File: src/rtl/i2cmbe_pkg.sv
`timescale 1ns / 1ps

package i2cmbe_pkg;

	// one tick as it enters the engine
	typedef struct packed {
		logic       cmd_valid;
		logic [2:0] op;
		logic [7:0] tx_byte;
		logic       send_ack;
		logic       sda_in;
	} tick_t;

	// pin drive and status after one tick
	typedef struct packed {
		logic       scl_out;
		logic       sda_out;
		logic       busy_res;
		logic       done_res;
		logic [7:0] rx_byte;
		logic       ack_failed;
	} result_t;

	localparam int CfgWidth = 16;

	// configuration register indexes
	localparam logic CFG_HALF_PERIOD = 1'b0;
	localparam logic CFG_ACK_TIMEOUT = 1'b1;

	localparam logic [15:0] HALF_PERIOD_RST = 16'd1;
	localparam logic [7:0]  ACK_TIMEOUT_RST = 8'd250;

endpackage

File: src/rtl/i2cmbe_seq.sv
`timescale 1ns / 1ps

module i2cmbe_seq import i2cmbe_pkg::*; #(
	parameter int DELAY_WIDTH = 16
) (
	input  logic        clk,
	input  logic        arst_n,
	input  logic        step,
	input  tick_t       tick,
	input  logic [15:0] half_period,
	input  logic [7:0]  ack_timeout,
	output result_t     res
);

	localparam logic [2:0] OP_START    = 3'd0;
	localparam logic [2:0] OP_STOP     = 3'd1;
	localparam logic [2:0] OP_WRITE    = 3'd2;
	localparam logic [2:0] OP_WAIT_ACK = 3'd3;
	localparam logic [2:0] OP_READ     = 3'd4;

	localparam logic [3:0] BITS_PER_BYTE = 4'd8;

	typedef enum logic [3:0] {
		PH_IDLE, PH_S_A, PH_S_B, PH_P_A, PH_P_B,
		PH_W_LOW, PH_W_HIGH, PH_W_TAIL,
		PH_R_LOW, PH_R_HIGH, PH_A_LOW, PH_A_HIGH,
		PH_K_REL, PH_K_HIGH, PH_K_POLL
	} phase_t;

	phase_t                 phase_q, phase_n;
	logic [3:0]             bit_cnt_q, bit_cnt_n;
	logic [7:0]             shift_q, shift_n;
	logic [DELAY_WIDTH-1:0] delay_q, delay_n;
	logic [7:0]             poll_q, poll_n;
	logic                   ack_choice_q, ack_choice_n;
	logic                   scl_q, scl_n;
	logic                   sda_q, sda_n;
	logic                   fail_q, fail_n;
	logic [7:0]             rx_q, rx_n;
	logic                   done_q, done_n;

	logic [DELAY_WIDTH-1:0] hp_trunc;
	logic [DELAY_WIDTH-1:0] delay_load;
	logic                   do_poll;

	assign hp_trunc   = DELAY_WIDTH'(half_period);
	// a zero interval still lasts one tick
	assign delay_load = (hp_trunc == '0) ? DELAY_WIDTH'(1) : hp_trunc;

	always_comb begin
		phase_n      = phase_q;
		bit_cnt_n    = bit_cnt_q;
		shift_n      = shift_q;
		delay_n      = delay_q;
		poll_n       = poll_q;
		ack_choice_n = ack_choice_q;
		scl_n        = scl_q;
		sda_n        = sda_q;
		fail_n       = fail_q;
		rx_n         = rx_q;
		done_n       = 1'b0;
		do_poll      = 1'b0;

		if (phase_q == PH_IDLE) begin
			if (tick.cmd_valid) begin
				unique case (tick.op)
					OP_START: begin
						sda_n   = 1'b1;
						scl_n   = 1'b1;
						delay_n = delay_load;
						phase_n = PH_S_A;
					end
					OP_STOP: begin
						scl_n   = 1'b0;
						sda_n   = 1'b0;
						delay_n = delay_load;
						phase_n = PH_P_A;
					end
					OP_WRITE: begin
						scl_n     = 1'b0;
						sda_n     = tick.tx_byte[7];
						shift_n   = {tick.tx_byte[6:0], 1'b0};
						bit_cnt_n = 4'd1;
						delay_n   = delay_load;
						phase_n   = PH_W_LOW;
					end
					OP_WAIT_ACK: begin
						fail_n  = 1'b0;
						poll_n  = '0;
						sda_n   = 1'b1;
						delay_n = delay_load;
						phase_n = PH_K_REL;
					end
					OP_READ: begin
						sda_n        = 1'b1;
						scl_n        = 1'b0;
						shift_n      = '0;
						bit_cnt_n    = '0;
						ack_choice_n = tick.send_ack;
						delay_n      = delay_load;
						phase_n      = PH_R_LOW;
					end
					default: ;
				endcase
			end
		end else if (phase_q == PH_K_POLL) begin
			do_poll = 1'b1;
		end else if (delay_q <= DELAY_WIDTH'(1)) begin
			delay_n = '0;
			unique case (phase_q)
				PH_S_A: begin
					sda_n   = 1'b0;
					delay_n = delay_load;
					phase_n = PH_S_B;
				end
				PH_S_B: begin
					scl_n   = 1'b0;
					phase_n = PH_IDLE;
					done_n  = 1'b1;
				end
				PH_P_A: begin
					scl_n   = 1'b1;
					delay_n = delay_load;
					phase_n = PH_P_B;
				end
				PH_P_B: begin
					sda_n   = 1'b1;
					phase_n = PH_IDLE;
					done_n  = 1'b1;
				end
				PH_W_LOW: begin
					scl_n   = 1'b1;
					delay_n = delay_load;
					phase_n = PH_W_HIGH;
				end
				PH_W_HIGH: begin
					scl_n   = 1'b0;
					delay_n = delay_load;
					phase_n = PH_W_TAIL;
				end
				PH_W_TAIL: begin
					if (bit_cnt_q >= BITS_PER_BYTE) begin
						phase_n = PH_IDLE;
						done_n  = 1'b1;
					end else begin
						sda_n     = shift_q[7];
						shift_n   = {shift_q[6:0], 1'b0};
						bit_cnt_n = bit_cnt_q + 4'd1;
						delay_n   = delay_load;
						phase_n   = PH_W_LOW;
					end
				end
				PH_R_LOW: begin
					scl_n     = 1'b1;
					shift_n   = {shift_q[6:0], tick.sda_in};
					bit_cnt_n = bit_cnt_q + 4'd1;
					delay_n   = delay_load;
					phase_n   = PH_R_HIGH;
				end
				PH_R_HIGH: begin
					scl_n   = 1'b0;
					delay_n = delay_load;
					if (bit_cnt_q < BITS_PER_BYTE) begin
						phase_n = PH_R_LOW;
					end else begin
						sda_n   = ~ack_choice_q;
						phase_n = PH_A_LOW;
					end
				end
				PH_A_LOW: begin
					scl_n   = 1'b1;
					delay_n = delay_load;
					phase_n = PH_A_HIGH;
				end
				PH_A_HIGH: begin
					scl_n   = 1'b0;
					rx_n    = shift_q;
					phase_n = PH_IDLE;
					done_n  = 1'b1;
				end
				PH_K_REL: begin
					scl_n   = 1'b1;
					delay_n = delay_load;
					phase_n = PH_K_HIGH;
				end
				PH_K_HIGH: begin
					phase_n = PH_K_POLL;
					do_poll = 1'b1;
				end
				default: begin
					phase_n = PH_IDLE;
					done_n  = 1'b1;
				end
			endcase
		end else begin
			delay_n = delay_q - DELAY_WIDTH'(1);
		end

		// acknowledge poll: low sda ends the wait, too many high polls send a stop
		if (do_poll) begin
			if (!tick.sda_in) begin
				scl_n   = 1'b0;
				delay_n = '0;
				phase_n = PH_IDLE;
				done_n  = 1'b1;
			end else if (poll_q >= ack_timeout) begin
				fail_n  = 1'b1;
				scl_n   = 1'b0;
				sda_n   = 1'b0;
				delay_n = delay_load;
				phase_n = PH_P_A;
			end else begin
				poll_n = poll_q + 8'd1;
			end
		end
	end

	always_ff @(posedge clk or negedge arst_n) begin
		if (!arst_n) begin
			phase_q      <= PH_IDLE;
			bit_cnt_q    <= '0;
			shift_q      <= '0;
			delay_q      <= '0;
			poll_q       <= '0;
			ack_choice_q <= 1'b0;
			scl_q        <= 1'b1;
			sda_q        <= 1'b1;
			fail_q       <= 1'b0;
			rx_q         <= '0;
			done_q       <= 1'b0;
		end else if (step) begin
			phase_q      <= phase_n;
			bit_cnt_q    <= bit_cnt_n;
			shift_q      <= shift_n;
			delay_q      <= delay_n;
			poll_q       <= poll_n;
			ack_choice_q <= ack_choice_n;
			scl_q        <= scl_n;
			sda_q        <= sda_n;
			fail_q       <= fail_n;
			rx_q         <= rx_n;
			done_q       <= done_n;
		end
	end

	assign res.scl_out    = scl_q;
	assign res.sda_out    = sda_q;
	assign res.busy_res   = (phase_q != PH_IDLE);
	assign res.done_res   = done_q;
	assign res.rx_byte    = rx_q;
	assign res.ack_failed = fail_q;

endmodule

File: src/rtl/i2c_master_bit_engine_unit.sv
`timescale 1ns / 1ps

// channel   | dir | handshake                    | payload
// ----------+-----+------------------------------+--------------------------------------
// s_axis    | in  | s_axis_tvalid/s_axis_tready  | one tick: command and sampled sda
// m_axis    | out | m_axis_tvalid/m_axis_tready  | pin drive levels and status
// cfg       | in  | cfg_we (no wait)             | half_period, ack_timeout
//
// one tick per clock cycle sustained while m_axis_tready holds: a tick lands in the input
// register, then the sequencer steps once from it into its state registers, which form the result
// a stalled result holds the sequencer; one more tick may wait in the input register
// arst_n clears the handshake state and resets the sequencer (idle, lines released) and config

module i2c_master_bit_engine_unit import i2cmbe_pkg::*; #(
	parameter int DELAY_WIDTH = 16
) (
	input  logic                clk,
	input  logic                arst_n,
	input  logic                s_axis_tvalid,
	output logic                s_axis_tready,
	// tx_byte[7:0], send_ack[8], sda_in[9], zero[15:10]
	input  logic [15:0]         s_axis_tdata,
	// cmd_valid[0], op[3:1]
	input  logic [3:0]          s_axis_tuser,
	output logic                m_axis_tvalid,
	input  logic                m_axis_tready,
	// scl_out[0], sda_out[1], busy_res[2], done_res[3], rx_byte[11:4], ack_failed[12],
	// zero[15:13]
	output logic [15:0]         m_axis_tdata,
	input  logic                cfg_we,
	input  logic                cfg_index,
	input  logic [CfgWidth-1:0] cfg_data
);

	logic        in_valid_s1;
	tick_t       tick_s1;
	logic        out_valid_q;
	logic        step;
	logic [15:0] half_period_q;
	logic [7:0]  ack_timeout_q;
	result_t     res;

	// the sequencer steps when a tick is held and the result slot is free
	assign step          = in_valid_s1 && (!out_valid_q || m_axis_tready);
	assign s_axis_tready = !in_valid_s1 || step;

	always_ff @(posedge clk or negedge arst_n) begin
		if (!arst_n) begin
			in_valid_s1 <= 1'b0;
			out_valid_q <= 1'b0;
		end else begin
			if (s_axis_tready)
				in_valid_s1 <= s_axis_tvalid;
			if (step)
				out_valid_q <= 1'b1;
			else if (m_axis_tready)
				out_valid_q <= 1'b0;
		end
	end

	// tick payload, no reset needed
	always_ff @(posedge clk) begin
		if (s_axis_tvalid && s_axis_tready) begin
			tick_s1.cmd_valid <= s_axis_tuser[0];
			tick_s1.op        <= s_axis_tuser[3:1];
			tick_s1.tx_byte   <= s_axis_tdata[7:0];
			tick_s1.send_ack  <= s_axis_tdata[8];
			tick_s1.sda_in    <= s_axis_tdata[9];
		end
	end

	// configuration registers
	always_ff @(posedge clk or negedge arst_n) begin
		if (!arst_n) begin
			half_period_q <= HALF_PERIOD_RST;
			ack_timeout_q <= ACK_TIMEOUT_RST;
		end else if (cfg_we) begin
			unique case (cfg_index)
				CFG_HALF_PERIOD: half_period_q <= cfg_data[15:0];
				CFG_ACK_TIMEOUT: ack_timeout_q <= cfg_data[7:0];
				default: ;
			endcase
		end
	end

	i2cmbe_seq #(
		.DELAY_WIDTH(DELAY_WIDTH)
	) u_seq (
		.clk        (clk),
		.arst_n     (arst_n),
		.step       (step),
		.tick       (tick_s1),
		.half_period(half_period_q),
		.ack_timeout(ack_timeout_q),
		.res        (res)
	);

	// sequencer state doubles as the result register
	assign m_axis_tvalid = out_valid_q;
	assign m_axis_tdata  = {3'b000, res.ack_failed, res.rx_byte, res.done_res,
		res.busy_res, res.sda_out, res.scl_out};

endmodule

File: config.mk
export PLATFORM = sky130hd
export DESIGN_NAME = i2c_master_bit_engine_unit
export DESIGN_NICKNAME = d
export VERILOG_FILES = /design/src/rtl/i2cmbe_pkg.sv /design/src/rtl/i2cmbe_seq.sv /design/src/rtl/i2c_master_bit_engine_unit.sv
export SDC_FILE = /design/constraint.sdc
export NUM_CORES = 1
export LEC_CHECK = 0
export BUFFER_PORTS_ARGS = -buffer_cell sky130_fd_sc_hd__buf_2
export CORE_MARGIN = 10
export CORE_UTILIZATION = 54
export CTS_CLUSTER_SIZE = 12
export DETAILED_ROUTE_END_ITERATION = 10
export GPL_TIMING_DRIVEN = 0
export PLACE_DENSITY = 0.77
export SETUP_SLACK_MARGIN = 0.1
export SKIP_CTS_REPAIR_TIMING = 1
export SLEW_MARGIN = 10
export SYNTH_ARGS = -nofsm -noshare
export SYNTH_HDL_FRONTEND = slang
export SYNTH_SLANG_ARGS = --single-unit
export TNS_END_PERCENT = 10
File: constraint.sdc
create_clock -name clk -period 2.6 [get_ports clk]
set_input_delay 0.13 -clock clk [delete_from_list [all_inputs] [get_ports clk]]
set_output_delay 0.13 -clock clk [all_outputs]
set_load 0.05 [all_outputs]
; ---- Word level (Yosys, flattened, before mapping)
; Index checks and enable logic that the tools add are counted.
[word_totals]
regBits = 93
in_bits = 42
out_inout_bits = 18
word_cells = 159
[op_classes]
addsub = 3
n_lt_le_gt_ge = 4
n_eq_ne = 22
mux = 81
bitwise_logic = 4
reduce_logical = 25
[ops]
columns = op, n
row1 = 16-bit two-way mux, 10
row2 = 8-bit two-way mux, 11
row3 = 4-bit two-way mux, 12
row4 = 4-bit case mux with 10 select lines, 1
row5 = 1-bit two-way mux, 34
row6 = 16-bit case mux with 2 select lines, 1
row7 = 8-bit case mux with 2 select lines, 2
row8 = 4-bit equality test (second input constant), 7
row9 = 4-bit case mux with 5 select lines, 1
row10 = 4-bit by 3-bit equality test with 1-bit output (second input constant), 4
row11 = 16-bit by 1-bit <= comparator with 1-bit output (second input constant), 1
row12 = 16-bit logical NOT, 1
row13 = 4-bit case mux with 2 select lines, 2
row14 = 16-bit by 1-bit subtractor with 16-bit output (second input constant), 1
row15 = 5-bit OR reduction, 2
row16 = 9-bit OR reduction, 1
row17 = 8-bit by 1-bit adder with 8-bit output (second input constant), 1
row18 = 4-bit by 2-bit equality test with 1-bit output (second input constant), 2
row19 = 8-bit >= comparator, 1
row20 = 8-bit OR reduction, 1
row21 = 7-bit AND reduction, 1
row22 = 3-bit by 2-bit equality test with 1-bit output (second input constant), 2
row23 = 1-bit case mux with 2 select lines, 3
row24 = 3-bit OR reduction, 2
row25 = other kinds (27), 35

; ---- Logic depth before layout (Yosys ltp)
[logic_depth]
depth_word = 10
ltp_mapped = 10
depth_no_buf = 8

; ---- Cells and area by module
; From an unflattened synthesis, not the netlist that was laid out.
[hier_totals]
hier_cells = 592
hier_area_um2 = 5683.0
[modules_own_cells]
columns = module, n_inst, cells_per_inst, area_each_um2, seq_area_each_um2
row1 = i2cmbe_seq, 1, 514, 4194.0, 1328.8
row2 = i2c_master_bit_engine_unit, 1, 78, 1488.9, 1079.8

; ---- Worst setup path after synthesis
; Ideal clock, no wire load.
[synth_timing]
path_type = reg2reg
from = reg ack_timeout_q[7]
to = reg u_seq.delay_q[15]
setup_time_ns = 0.087
arrival_time_ns = 2.503
required_time_ns = 2.513
path_slack_ns = 0.010
stages_incl_launch_ff = 9
path_buffers = 0
period_less_slack_ns = 2.590
cell_sequence = dfstp_2 -> inv_1 -> ha_1 -> and3_1 -> a221o_1 -> a211oi_2 -> nor2_1 -> or4_1 -> a22oi_1
[synth_between]
elab_chain_len = 4
[synth_lines]
columns = element, line
row1 = start: declaration, i2c_master_bit_engine_unit.sv:40  ; logic [7:0] ack_timeout_q;
row2 = start signal: assignment, i2c_master_bit_engine_unit.sv:80  ; CFG_ACK_TIMEOUT: ack_timeout_q <= cfg_data[7:0];
row3 = 8-bit >= comparator, i2cmbe_seq.sv:206  ; end else if (poll_q >= ack_timeout) begin
row4 = 16-bit two-way mux, i2cmbe_seq.sv:206
row5 = 16-bit two-way mux, i2cmbe_seq.sv:201  ; if (!tick.sda_in) begin
row6 = 16-bit two-way mux, i2cmbe_seq.sv:200  ; if (do_poll) begin
row7 = end signal: assignment, i2cmbe_seq.sv:235  ; delay_q <= delay_n;
row8 = end: declaration, i2cmbe_seq.sv:33  ; logic [DELAY_WIDTH-1:0] delay_q, delay_n;
; No other way between the ends.
; A chain may end at the register's enable or synchronous reset.

; ---- Worst setup path in the final report
[layout_timing]
from = reg ack_timeout_q[6]
to = reg u_seq.poll_q[0]
[layout_between]
elab_chain_len = 4
[layout_lines]
columns = element, line
row1 = 8-bit >= comparator, i2cmbe_seq.sv:206
row2 = 8-bit two-way mux, i2cmbe_seq.sv:206
row3 = 8-bit two-way mux, i2cmbe_seq.sv:201
row4 = 8-bit two-way mux, i2cmbe_seq.sv:200
row5 = end signal: assignment, i2cmbe_seq.sv:236  ; poll_q <= poll_n;
row6 = end: declaration, i2cmbe_seq.sv:34  ; logic [7:0] poll_q, poll_n;
; No other way between the ends.

==> run summary <==
# diodes = 0
critical path required time = 2.86 ns
CTS H-tree lvls = 3
Final Total Pwr = 5.07 mW
Reg2Reg Depth = 9
final setup margin = -0.0185 ns
hold path startpoint = cfg_data[8]
hpwl dp = 12.2 mm
first-pass GRT wire length = 26.8 mm
CP Buf/Inv Count = 2
Max clock buf depth = 2
YS warnings = 0
status = finished, violations left
Post-Syn Instances = 583
GRT overflow = 0
hold_ws = -0.00154 ns
DRT Wirelength = 17.3 mm
Netlist cell types = 77
Yosys top cell area share = 0.312
Core Area = 10200 um2
DR WL/cell = 21.2 um
met3 WL = 1.51 mm
vias in the first global route = 5051
CP max stage delay = 0.55 ns
Clock Skews = 0.0154 ns
Crit Path Category = register to register
Crit. End Element = register
Fin. Hold Viols = 1
Synth-to-Final Area Change = 21.0%
clock slew at reported path FFs = 0.11 ns
CTS tree = built
R2R Path Start = ack_timeout_q[6]
power per cell area = 745 nW/um2
drt pass-1 iters = 8
GPL Wtd Cong = 0.972
Vias = 5236
R2R setup slack = -0.02 ns
fraction of layout cells with a size suffix above 1 = 0.291
Final nets = 730
RSZ-0062 raised after global routing = yes
Seq/Total Area, Yosys = 0.429
TNS Setup = -0.0185 ns
count leader, synth = dfrtp_1
leakage power = 2.78 nW
Post-Layout Cell Count = 816
Main synth FF type = dfrtp_1
Cell Rows = 37
part of the cycle the worst path needs = 1.01
Max-slew headroom = 0.542
Synth area leaders = dfrtp_1, edfxtp_1, mux2_2
violated checks = DRC, hold timing, setup timing
Hold Path End = half_period_q[8]
Reg-to-Reg End = u_seq.poll_q[0]
fmax = 382 MHz
Slew Viols, Final = 0
CP Cell Sequence = inv_2, ha_4, a21o_1, a221o_1, a211oi_4, nand2b_4, buf_6, a21o_4, mux2_4
Async SR Flop Fraction = 0.849
DRT iter0 DRCs = 571
Post-synth top cells = dfrtp_1, nand2_1, nor2_1
Root Driver = clkbuf_8
die height = 122 um
final setup vio count = 1
crit path launch type = register
VDD IR max = 433 uV
Yosys reg bits = 93
dominant cell type by area after synthesis = dfrtp_1
MaxCap Viol Count = 0
Placed Cells = 772
Routed Antenna Nets = 0
post-layout min period = 2.62 ns
met2 wire length = 7.93 mm
CP max FO = 8
I/O pins = 60
fin util = 0.664
Starting Density = 0.549
antenna violations before repair = 0
average size of a mapped cell = 9.63 um2
DRC viols = 1
Die ar. = 14900 um2
critical path arrival = 2.88 ns
delay-heaviest family, CP = compound AO/OA/AOI/OAI gates
Metal-1 WL = 7.44 mm
Highest Signal Layer = met4
CTS Buf Count = 9
worst skew pair latency = 0.38 ns
total clock sinks = 93
GRT Overall Usage = 0.225
pin count of the biggest net entering global routing = 47
Via density = 6.42
mapped cell area = 5620 um2
Post-synth EDFFs = 14
min-delay worst type = input port to register
worst hold path depth = 2
measured slew at the worst slew-check pin = 0.687 ns
Port Buffers = 50
slowest CP cell = dfstp_2
Fillers = 828
Die W = 122 um
==> placed cells by master, fill, tap and decap left out, types with 6 or more instances in the layout <==
cell type / instances
edfxtp_1: 14
dfstp_2: 9
nor4_4: 6
inv_1: 13
nand4_1: 9
clkbuf_1: 15
mux2_2: 34
dfrtp_1: 67
a22oi_1: 17
buf_4: 16
and2_1: 6
buf_2: 53
nand2_1: 50
ha_1: 8
nor3_1: 17
mux2i_1: 7
a211oi_1: 8
nor2_1: 37
nand3_1: 13
dlygate4sd3_1: 20
clkbuf_8: 9
clkbuf_2: 8
a21oi_1: 29
nor4_1: 6
nand2b_1: 7
o21ai_0: 36
o2bb2ai_1: 7
==> area by class of cell <==
cell class	instances	area, um2	share of cell area
Clock inverter	7	75.1	0.0110
Timing Repair Buffer	79	544	0.0801
Buffer	41	229	0.0337
Clock buffer	9	124	0.0182
Sequential cell	93	2410	0.355
Tap cell	136	170	0.0250
Inverter	16	60.1	0.00883
Multi-Input combinational cell	435	3180	0.468
==> flip-flops by register name, indices dropped and copies added (netlist names), 4 cells and up <==
signal,cells
u_seq.shift_q,8
u_seq.delay_q,16
u_seq.rx_q,8
u_seq.poll_q,8
u_seq.phase_q,4
half_period_q,16
ack_timeout_q,8
tick_s1,14
u_seq.bit_cnt_q,4
==> cells by family after synthesis <==
logic type      count (synthesis)  synth area share
fa+ha+maj                      13            0.0290
buf+inv                        57            0.0461
xor+xnor                        5           0.00780
flops                          93             0.429
compound gates                173             0.214
mux                            42            0.0833
other cells                     1          0.000668
simple gates                  199             0.190
==> how the worst max path moves through the flow <==
stage	cells past startpoint	end	from	slack, ns
floorplan	8	u_seq.delay_q[15]	ack_timeout_q[7]	0.10
global route	9	u_seq.poll_q[0]	ack_timeout_q[6]	-0.09
global placement	7	u_seq.delay_q[9]	u_seq.delay_q[3]	-0.45
detailed placement	9	u_seq.delay_q[12]	ack_timeout_q[7]	-0.23
CTS	9	u_seq.delay_q[12]	ack_timeout_q[7]	-0.27
finish	9	u_seq.poll_q[0]	ack_timeout_q[6]	-0.02
==> where the power goes <==
part	switching [mW]	internal [mW]	total, mW
Sequential	0.332	1.74	2.07
Combinational	1.17	0.824	1.99
Clock	0.619	0.381	1.00
==> stage by stage <==
stage          setup slack (ns)  instance area (um2)
4_1_cts                  -0.271                 6290
5_1_grt                 -0.0851                 6800
3_5_place_dp             -0.230                 6090
3_3_place_gp             -0.454                 6050
6_report                -0.0185                 6800
2_1_floorplan             0.101                 5630
==> per-layer routing <==
layer | track usage | up-vias
met1 | 0.317 | 2535
met4 | 0.0924 | 0
met5 | 0 | -
li1 | - | 2377
met2 | 0.337 | 280
met3 | 0.0338 | 44
No activity file was read; power rests on OpenSTA's default activity.
